**config.mk**
```make
export PLATFORM = sky130hd
export DESIGN_NAME = mandelbrot_escape_time_pixel
export DESIGN_NICKNAME = d
export VERILOG_FILES = /design/src/rtl/core/met_pkg.sv /design/src/rtl/core/met_mul.sv /design/src/rtl/core/met_iter.sv /design/src/rtl/core/mandelbrot_escape_time_pixel.sv
export VERILOG_INCLUDE_DIRS = /design/src /design/src/rtl/core
export SDC_FILE = /design/constraint.sdc
export NUM_CORES = 2
export LEC_CHECK = 0
export BUFFER_PORTS_ARGS = -buffer_cell sky130_fd_sc_hd__buf_2
export CORE_ASPECT_RATIO = 1.75
export CORE_MARGIN = 2
export CORE_UTILIZATION = 60
export CTS_BUF_LIST = sky130_fd_sc_hd__clkbuf_4
export CTS_CLUSTER_SIZE = 30
export DETAILED_ROUTE_END_ITERATION = 7
export GPL_TIMING_DRIVEN = 0
export MAX_ROUTING_LAYER = met4
export PLACE_DENSITY = 0.91
export SYNTH_ARGS = -nofsm -noshare
export SYNTH_HDL_FRONTEND = slang
export SYNTH_HIERARCHICAL = 1
export SYNTH_SLANG_ARGS = --single-unit
```
**constraint.sdc**
```tcl
create_clock -name clk -period 11.4 [get_ports clk]
set_clock_uncertainty 0.15 [all_clocks]
set_input_delay 1.71 -clock clk [delete_from_list [all_inputs] [get_ports clk]]
set_output_delay 1.71 -clock clk [all_outputs]
set_load 0.01 [all_outputs]
```
**src/rtl/core/mandelbrot_escape_time_pixel_defines.svh**
```systemverilog
// ----------------------------------------------------------------------------
// Assertion macros for the escape-time pixel engine
// Concurrent assertion wrappers; define NO_ASSERTIONS to compile them out.
// ----------------------------------------------------------------------------
`ifndef MANDELBROT_ESCAPE_TIME_PIXEL_DEFINES_SVH
`define MANDELBROT_ESCAPE_TIME_PIXEL_DEFINES_SVH

`ifndef NO_ASSERTIONS
// checked on every clk edge outside reset
`define MET_ASSERT(lbl, prop, msg) \
  lbl: assert property (@(posedge clk) disable iff (rst) prop) else $error(msg);
// checked on every clk edge, reset included
`define MET_ASSERT_ALWAYS(lbl, prop, msg) \
  lbl: assert property (@(posedge clk) prop) else $error(msg);
`else
`define MET_ASSERT(lbl, prop, msg)
`define MET_ASSERT_ALWAYS(lbl, prop, msg)
`endif

`endif

```
**src/rtl/core/met_pkg.sv**
```systemverilog
// ----------------------------------------------------------------------------
// met_pkg
// Shared types, widths, register indexes and fixed-point helpers.
// ----------------------------------------------------------------------------
package met_pkg;

  localparam int DATA_W  = 32;
  localparam int PROD_W  = 64;
  localparam int ITER_W  = 16;
  localparam int COLOR_W = 8;
  localparam int STEP_W  = 31;
  localparam int IDX_W   = 3;

  // register indexes of the write port
  localparam logic [IDX_W-1:0] CFG_RE_ORIGIN  = 3'd0;
  localparam logic [IDX_W-1:0] CFG_IM_ORIGIN  = 3'd1;
  localparam logic [IDX_W-1:0] CFG_REAL_STEP  = 3'd2;
  localparam logic [IDX_W-1:0] CFG_IMAG_STEP  = 3'd3;
  localparam logic [IDX_W-1:0] CFG_ITER_LIMIT = 3'd4;

  localparam logic signed [DATA_W-1:0] RST_RE_ORIGIN  = -32'sd134217728;
  localparam logic signed [DATA_W-1:0] RST_IM_ORIGIN  = -32'sd134217728;
  localparam logic [STEP_W-1:0]        RST_REAL_STEP  = 31'd335544;
  localparam logic [STEP_W-1:0]        RST_IMAG_STEP  = 31'd335544;
  localparam logic [ITER_W-1:0]        RST_ITER_LIMIT = 16'd500;

  localparam logic signed [PROD_W-1:0] SAT_MAX = 64'sd2147483647;
  localparam logic signed [PROD_W-1:0] SAT_MIN = -64'sd2147483648;

  typedef struct packed {
    logic signed [DATA_W-1:0] re_origin;
    logic signed [DATA_W-1:0] im_origin;
    logic [STEP_W-1:0]        real_step;
    logic [STEP_W-1:0]        imag_step;
    logic [ITER_W-1:0]        iter_limit;
  } cfg_t;

  typedef struct packed {
    logic              done;
    logic [ITER_W-1:0] count;
  } res_t;

  function automatic logic signed [PROD_W-1:0] sext32(input logic signed [DATA_W-1:0] v);
    sext32 = {{(PROD_W-DATA_W){v[DATA_W-1]}}, v};
  endfunction

  function automatic logic signed [DATA_W-1:0] sat32(input logic signed [PROD_W-1:0] v);
    logic signed [DATA_W-1:0] r;
    if (v > SAT_MAX) begin
      r = SAT_MAX[DATA_W-1:0];
    end else if (v < SAT_MIN) begin
      r = SAT_MIN[DATA_W-1:0];
    end else begin
      r = v[DATA_W-1:0];
    end
    sat32 = r;
  endfunction

endpackage

```
**src/rtl/core/met_mul.sv**
```systemverilog
// ----------------------------------------------------------------------------
// met_mul
// Shared signed 32x32 multiplier with a registered 64-bit product.
// ----------------------------------------------------------------------------
module met_mul (
  input  logic                                clk,
  input  logic signed [met_pkg::DATA_W-1:0]   a,
  input  logic signed [met_pkg::DATA_W-1:0]   b,
  output logic signed [met_pkg::PROD_W-1:0]   prod
);
  import met_pkg::*;

  always_ff @(posedge clk) begin
    prod <= PROD_W'(a) * PROD_W'(b);
  end

endmodule

```
**src/rtl/core/met_iter.sv**
```systemverilog
// ----------------------------------------------------------------------------
// met_iter
// Sequencer and z datapath: maps the pixel to c and runs z = z^2 + c on the
// shared multiplier, three products and one update step per iteration.
// ----------------------------------------------------------------------------
`include "mandelbrot_escape_time_pixel_defines.svh"

module met_iter #(
  parameter int COORD_BITS = 11,
  parameter int FRAC_BITS  = 26
) (
  input  logic                  clk,
  input  logic                  rst,
  input  met_pkg::cfg_t         cfg,
  input  logic                  start,
  input  logic [COORD_BITS-1:0] column,
  input  logic [COORD_BITS-1:0] row,
  output logic                  idle,
  output met_pkg::res_t         res,
  input  logic                  res_take
);
  import met_pkg::*;

  localparam logic [PROD_W-1:0] MAG_LIMIT = PROD_W'(4) << (2 * FRAC_BITS);

  typedef enum logic [8:0] {
    ST_IDLE   = 9'b000000001,
    ST_MAP_R  = 9'b000000010,
    ST_MAP_I  = 9'b000000100,
    ST_MAP_C  = 9'b000001000,
    ST_SQ_R   = 9'b000010000,
    ST_SQ_I   = 9'b000100000,
    ST_CROSS  = 9'b001000000,
    ST_UPDATE = 9'b010000000,
    ST_FINISH = 9'b100000000
  } state_t;

  state_t state;

  logic [COORD_BITS-1:0]    col_q;
  logic [COORD_BITS-1:0]    row_q;
  logic signed [DATA_W-1:0] cr;
  logic signed [DATA_W-1:0] ci;
  logic signed [DATA_W-1:0] zr;
  logic signed [DATA_W-1:0] zi;
  logic signed [PROD_W-1:0] rr;
  logic signed [PROD_W-1:0] ii;
  logic [ITER_W-1:0]        count;

  logic signed [DATA_W-1:0] mul_a;
  logic signed [DATA_W-1:0] mul_b;
  logic signed [PROD_W-1:0] prod;

  logic [ITER_W-1:0]        iter_lim;
  logic [PROD_W-1:0]        mag;
  logic                     stop;
  logic signed [PROD_W-1:0] re_sum;
  logic signed [PROD_W-1:0] im_sum;

  met_mul u_mul (
    .clk  (clk),
    .a    (mul_a),
    .b    (mul_b),
    .prod (prod)
  );

  // operand select for the shared multiplier
  always_comb begin
    case (state)
      ST_MAP_R: begin
        mul_a = DATA_W'(col_q);
        mul_b = DATA_W'(cfg.real_step);
      end
      ST_MAP_I: begin
        mul_a = DATA_W'(row_q);
        mul_b = DATA_W'(cfg.imag_step);
      end
      ST_MAP_C, ST_SQ_R: begin
        mul_a = zr;
        mul_b = zr;
      end
      ST_SQ_I: begin
        mul_a = zi;
        mul_b = zi;
      end
      default: begin
        mul_a = zr;
        mul_b = zi;
      end
    endcase
  end

  // in CROSS, rr holds zr^2 and prod holds zi^2 of the current z
  always_comb begin
    iter_lim = (cfg.iter_limit == '0) ? ITER_W'(1) : cfg.iter_limit;
    mag      = PROD_W'(rr) + PROD_W'(prod);
    stop     = (count != '0) && ((mag >= MAG_LIMIT) || (count >= iter_lim));
    re_sum   = ((rr - ii) >>> FRAC_BITS) + sext32(cr);
    im_sum   = (prod >>> (FRAC_BITS - 1)) + sext32(ci);
  end

  always_ff @(posedge clk) begin
    if (rst) begin
      state <= ST_IDLE;
    end else begin
      case (state)
        ST_IDLE: begin
          if (start) begin
            state <= ST_MAP_R;
          end
        end
        ST_MAP_R:  state <= ST_MAP_I;
        ST_MAP_I:  state <= ST_MAP_C;
        ST_MAP_C:  state <= ST_SQ_I;
        ST_SQ_R:   state <= ST_SQ_I;
        ST_SQ_I:   state <= ST_CROSS;
        ST_CROSS:  state <= stop ? ST_FINISH : ST_UPDATE;
        ST_UPDATE: state <= ST_SQ_R;
        ST_FINISH: begin
          if (res_take) begin
            state <= ST_IDLE;
          end
        end
        default:   state <= ST_IDLE;
      endcase
    end
  end

  always_ff @(posedge clk) begin
    case (state)
      ST_IDLE: begin
        col_q <= column;
        row_q <= row;
        zr    <= '0;
        zi    <= '0;
        count <= '0;
      end
      ST_MAP_I: cr <= sat32(sext32(cfg.re_origin) + prod);
      ST_MAP_C: ci <= sat32(sext32(cfg.im_origin) + prod);
      ST_SQ_I:  rr <= prod;
      ST_CROSS: ii <= prod;
      ST_UPDATE: begin
        zr    <= sat32(re_sum);
        zi    <= sat32(im_sum);
        count <= count + ITER_W'(1);
      end
      default: begin
      end
    endcase
  end

  assign idle       = (state == ST_IDLE);
  assign res.done   = (state == ST_FINISH);
  assign res.count  = count;

  `MET_ASSERT_ALWAYS(a_reset_idle, rst |=> (state == ST_IDLE), "not idle after reset")
  `MET_ASSERT(a_start_clears, (idle && start) |=> (count == '0), "count not cleared on start")
  `MET_ASSERT(a_count_step, (state == ST_UPDATE) |=> (count == $past(count) + ITER_W'(1)),
              "count did not advance by one")
  `MET_ASSERT(a_done_nonzero, res.done |-> (res.count != '0), "result with zero iterations")

endmodule

```
**src/rtl/core/mandelbrot_escape_time_pixel.sv**
```systemverilog
// ----------------------------------------------------------------------------
// mandelbrot_escape_time_pixel
// Escape-time engine for one pixel at a time, Q-format fixed point.
// ----------------------------------------------------------------------------
// Send a pixel request on s_tdata (column, row). The block maps it to the
// point c from the window registers and iterates z = z^2 + c from zero until
// |z|^2 reaches 4 or the count reaches the iteration limit (0 counts as 1).
// The result (iteration count and three color bytes) leaves on m_tdata.
// One signed 32x32 multiplier is shared: MAP_R, MAP_I and MAP_C map the
// pixel to c, each iteration takes three products and one update step, and
// the final magnitude check in CROSS is followed by FINISH and the output
// register, which raises m_tvalid. s_tready is high only while no pixel is
// in work, so a new request is taken only once the last one has left the
// engine. A finished result moves into the output register; while the
// receiver stalls, the next request is still taken and computed, then
// waits in the engine with s_tready low.
// Write the window registers through wr_en/wr_index/wr_data only while idle.
// rst (synchronous) drops any pixel in work, clears m_tvalid and
// loads the default window (-2.0, -2.0, step about 0.005, limit 500).
// ----------------------------------------------------------------------------
module mandelbrot_escape_time_pixel #(
  parameter int COORD_BITS = 11,
  parameter int FRAC_BITS  = 26
) (
  input  logic                                  clk,
  input  logic                                  rst,
  // write port
  input  logic                                  wr_en,
  input  logic [met_pkg::IDX_W-1:0]             wr_index,
  input  logic [met_pkg::DATA_W-1:0]            wr_data,
  // pixel requests
  input  logic                                  s_tvalid,
  output logic                                  s_tready,
  input  logic [((2*COORD_BITS+7)/8)*8-1:0]     s_tdata,  // column, row
  // results
  output logic                                  m_tvalid,
  input  logic                                  m_tready,
  output logic [39:0]                           m_tdata   // iterations, red, green, blue
);
  import met_pkg::*;

  cfg_t cfg;
  res_t res;

  logic               idle;
  logic               start;
  logic               take;
  logic [ITER_W-1:0]  iterations;
  logic [COLOR_W-1:0] red;
  logic [COLOR_W-1:0] green;
  logic [COLOR_W-1:0] blue;
  logic [COLOR_W-1:0] cnt_lo;

  always_ff @(posedge clk) begin
    if (rst) begin
      cfg.re_origin  <= RST_RE_ORIGIN;
      cfg.im_origin  <= RST_IM_ORIGIN;
      cfg.real_step  <= RST_REAL_STEP;
      cfg.imag_step  <= RST_IMAG_STEP;
      cfg.iter_limit <= RST_ITER_LIMIT;
    end else if (wr_en) begin
      case (wr_index)
        CFG_RE_ORIGIN:  cfg.re_origin  <= wr_data;
        CFG_IM_ORIGIN:  cfg.im_origin  <= wr_data;
        CFG_REAL_STEP:  cfg.real_step  <= wr_data[STEP_W-1:0];
        CFG_IMAG_STEP:  cfg.imag_step  <= wr_data[STEP_W-1:0];
        CFG_ITER_LIMIT: cfg.iter_limit <= wr_data[ITER_W-1:0];
        default: begin
        end
      endcase
    end
  end

  assign s_tready = idle;
  assign start    = s_tvalid && idle;
  assign take     = !m_tvalid || m_tready;

  met_iter #(
    .COORD_BITS (COORD_BITS),
    .FRAC_BITS  (FRAC_BITS)
  ) u_iter (
    .clk      (clk),
    .rst      (rst),
    .cfg      (cfg),
    .start    (start),
    .column   (s_tdata[COORD_BITS-1:0]),
    .row      (s_tdata[2*COORD_BITS-1:COORD_BITS]),
    .idle     (idle),
    .res      (res),
    .res_take (take)
  );

  assign cnt_lo = res.count[COLOR_W-1:0];

  always_ff @(posedge clk) begin
    if (rst) begin
      m_tvalid <= 1'b0;
    end else if (take) begin
      m_tvalid <= res.done;
    end
  end

  // load color bytes with the count: 3n = n + 2n, 7n = 8n - n, all mod 256
  always_ff @(posedge clk) begin
    if (take && res.done) begin
      iterations <= res.count;
      red        <= cnt_lo;
      green      <= cnt_lo + {cnt_lo[COLOR_W-2:0], 1'b0};
      blue       <= {cnt_lo[COLOR_W-4:0], 3'b000} - cnt_lo;
    end
  end

  assign m_tdata = {blue, green, red, iterations};

endmodule

```
==> results.tsv <==
stage	metric	value	unit
status	status	finished with violations	
status	violations	DRC, capacitance limit, slew limit, setup timing	
sta	fin_tns_setup	-16.1	ps
clocking	clockRootBuffer	clkbuf_4	
layout	drive_above_1_share	0.0859	
place	gp_congestion	1.16	
detailed_routing	firstDrtPassIters	8	
critical_path	path_depth	28	
detailed_routing	via_per_inst	6.50	
sta	hold_viol_final	0	
critical_path	crit_required	12120	ps
sta	rsz0062_at_grt	false	
synthesis	synth-edff-count	323	
synthesis	synth_area_per_cell	9.16	sq um
sta	max_slew_margin	-0.0741	
detailed_routing	antenna_left	0	
global_route	grt_overflow	0	
detailed_routing	drcViolationCount	12	
sta	setup_viol	1	
sta	clock.fmax	0.0876	GHz
critical_path	cpMaxStageDelayCell	a2111oi_0	
floorplanning	die_h	468	um
global_route	antenna_found_initial	23	
clocking	cts_tree	built	
critical_path	arrival	12140	ps
clocking	clkTransAtPathRegs	70	ps
min_path	worstHoldPathType	reg -> reg	
synthesis	synth_area_leaders	fa_1 (29%), edfxtp_1 (13%), ha_1 (9.2%), dfxtp_1 (5.8%), inv_1 (5.7%)	
synthesis	syn-num-nets	9763	
place	hpwl	252	mm
critical_path	path_buf_inv	4	
synthesis	syn_area	73900	sq um
synthesis	yosys.cell_count.top_type	inv_1	
global_route	grt_pass1_vias	68600	
synthesis	synth_top_flop_cell	edfxtp_1	
min_path	holdPathStages	2	
layout	nets	10000	
clocking	clk_latency	1130	ps
clocking	cts-buffers-inserted	130	
floorplanning	rows	170	
critical_path	cp_common_cell	fa_1	
synthesis	synth_cells	8068	
synthesis	yosysTopAreaCell	fa_1	
clocking	cts-htree-levels	4	
critical_path	critPathMaxStageDelay	810	ps
detailed_routing	wirelength	309	mm
synthesis	async_flop_share	0	
sta	worst-slew-pin-transition	1600	ps
place	dpl_worst_slack	-1650	ps
floorplanning	pin_count	106	
place	io_buffer_count	103	
critical_path	cp_top_family	adder cells	
floorplanning	die-area	126000	sq um
synthesis	synth-seq-cells	539	
sta	post-route-period-util	1.00	
layout	area_growth	7.65	%
run	cap_violations	1	
critical_path	rr_worst_depth	28	
detailed_routing	drt_iter0_drc	6174	
sta	finalMaxSlewViolations	2	
floorplanning	chipWidth	269	um
critical_path	start_kind	flop	
synthesis	yosysSeqAreaShare	0.190	
synthesis	synth_top_cell_area_share	0.295	
critical_path	cp_max_fo	10	
sta	period_needed	11420	ps
critical_path	path_class	reg -> reg	
floorplanning	core_area	123000	sq um
synthesis	ys_top_cells_by_count	inv_1 (1117), fa_1 (1088), nand2_1 (1056)	
floorplanning	start_util	0.603	
synthesis	synth.distinct_cells	113	
global_route	track_usage	0.509	
synthesis	yosysWarningCount	6	
critical_path	end_kind	flop	
global_route	grt_pass1_wl	445	mm
detailed_routing	wl_per_cell	30.6	um
detailed_routing	vias	65700	
clocking	clk_path_buf_depth	3	
sta	setup_ws	-16.1	ps
clocking	cts_sinks	539	
global_route	grt_max_degree	68	
-- final timing paths --
check | from | to | slack (ps)
worst max-delay path | u_iter/state[7]$_SDFFE_PP0P_ | u_iter/u_mul/prod[45]$_DFF_P_ | -20
worst min-delay path | cfg[53]$_SDFFE_PP0P_ | cfg[53]$_SDFFE_PP0P_ | 310
worst max register to register | u_iter/state[7]$_SDFFE_PP0P_ | u_iter/u_mul/prod[45]$_DFF_P_ | -20
worst min register to register | cfg[53]$_SDFFE_PP0P_ | cfg[53]$_SDFFE_PP0P_ | 310
-- state kept, by name, indices dropped and copies added, names as in the netlist --
name               count
green                  7
u_iter/col_q          11
cfg                  142
u_iter/zr             32
m_tvalid               1
u_iter/ii             64
u_iter/cr             32
u_iter/count          16
blue                   6
u_iter/state           9
u_iter/zi             32
iterations            16
u_iter/ci             32
u_iter/u_mul/prod     64
u_iter/rr             64
u_iter/row_q          11
-- cells in the final DEF, fill, tap and decap left out, types with 42 or more instances in the layout --
cell type  synthesis  layout
buf_2             22     138
a21o_1           207     207
ha_1             543     543
inv_1           1117    1114
edfxtp_1         323     323
o21ai_1           82      84
nand2b_1          45      45
nand3b_1          44      44
buf_4             19      42
xor2_1           140     140
and2_1           535     535
o211ai_1          43      43
clkbuf_1         312     151
nor2_1           279     278
o21bai_1          51      51
clkbuf_4           1     222
dfxtp_1          216     214
and3_1            57      56
nand4_1           88      88
nor3_1            91      86
nand2_1         1056    1046
nand3_1           94      94
a21oi_1          512     497
xnor2_1          171     171
fa_1            1088    1086
o21ai_0          224     222
o21a_1            48      48
clkbuf_2           6     106
-- routing by layer --
metal / global-route usage / share of wire / up-vias / wire, um
li1: - / - / 27400 / -
met1: 0.466 / 0.29 / 31900 / 89800
met2: 0.814 / 0.47 / 4253 / 144000
met4: 0.595 / 0.15 / 0 / 47800
met3: 0.124 / 0.089 / 2199 / 27500
met5: - / 0 / - / 0
-- worst reg2reg max path, delay by kind of cell, from the launching register on --
| kind | cells | cell delay (ps) |
|---|---|---|
| DFF | 1 | 360 |
| AOI/OAI and AO/OA | 8 | 2890 |
| buffers and inverters | 4 | 1300 |
| adders and majority gates | 9 | 4630 |
| and+or+nand+nor | 6 | 1730 |
| xor gates and xnor gates | 1 | 180 |
-- kinds of logic (layout without fill, tap and decap cells) --
kind of cell             after synthesis  after routing  synth area share
multiplexers                           6              6          0.000812
flip-flops                           539            539             0.190
other                                  0             37                 0
AND/OR/NAND/NOR                     2478           2478             0.165
AO/OA/AOI/OAI                       1597           1597             0.141
XOR/XNOR                             311            311            0.0368
adder cells (fa/ha/maj)             1631           1631             0.387
buffers and inverters               1506           1876            0.0800
-- metrics by stage --
step | std cells | utilization | hold WS, ps | cell area (sq um)
floorplan | 8068 | - | 286 | 73900
global placement | 9805 | 0.624 | 293 | 76500
detailed placement | 9819 | 0.626 | 297 | 76700
CTS | 10100 | 0.646 | 307 | 79100
global route | 10100 | 0.649 | 327 | 79500
finish | 10100 | 0.650 | 306 | 79600
-- timing repair --
| item | CTS | global route |
|---|---|---|
| gates resized for setup | 224 | 138 |
| pin swaps | 4 | 6 |
| hold buffers | 0 | 0 |
| setup endpoints to repair | 30 | 25 |
| setup buffers | 6 | 13 |
| endpoints found under the hold margin | 0 | 0 |
-- layout make-up --
type | instances | area (sq um)
diodes | 37 | 92.6
plain buffers | 385 | 2070
clock buffers | 180 | 1350
clock inverters | 56 | 468
fillers | 10300 | 42900
inverters | 1118 | 4210
multi-input cells | 6023 | 54400
flip-flops and latches | 539 | 14000
well taps | 1634 | 2040
repair buffers | 137 | 940
Power is not shown: default switching activity piles up to over one toggle a cycle in this logic, so the estimate is an artifact.
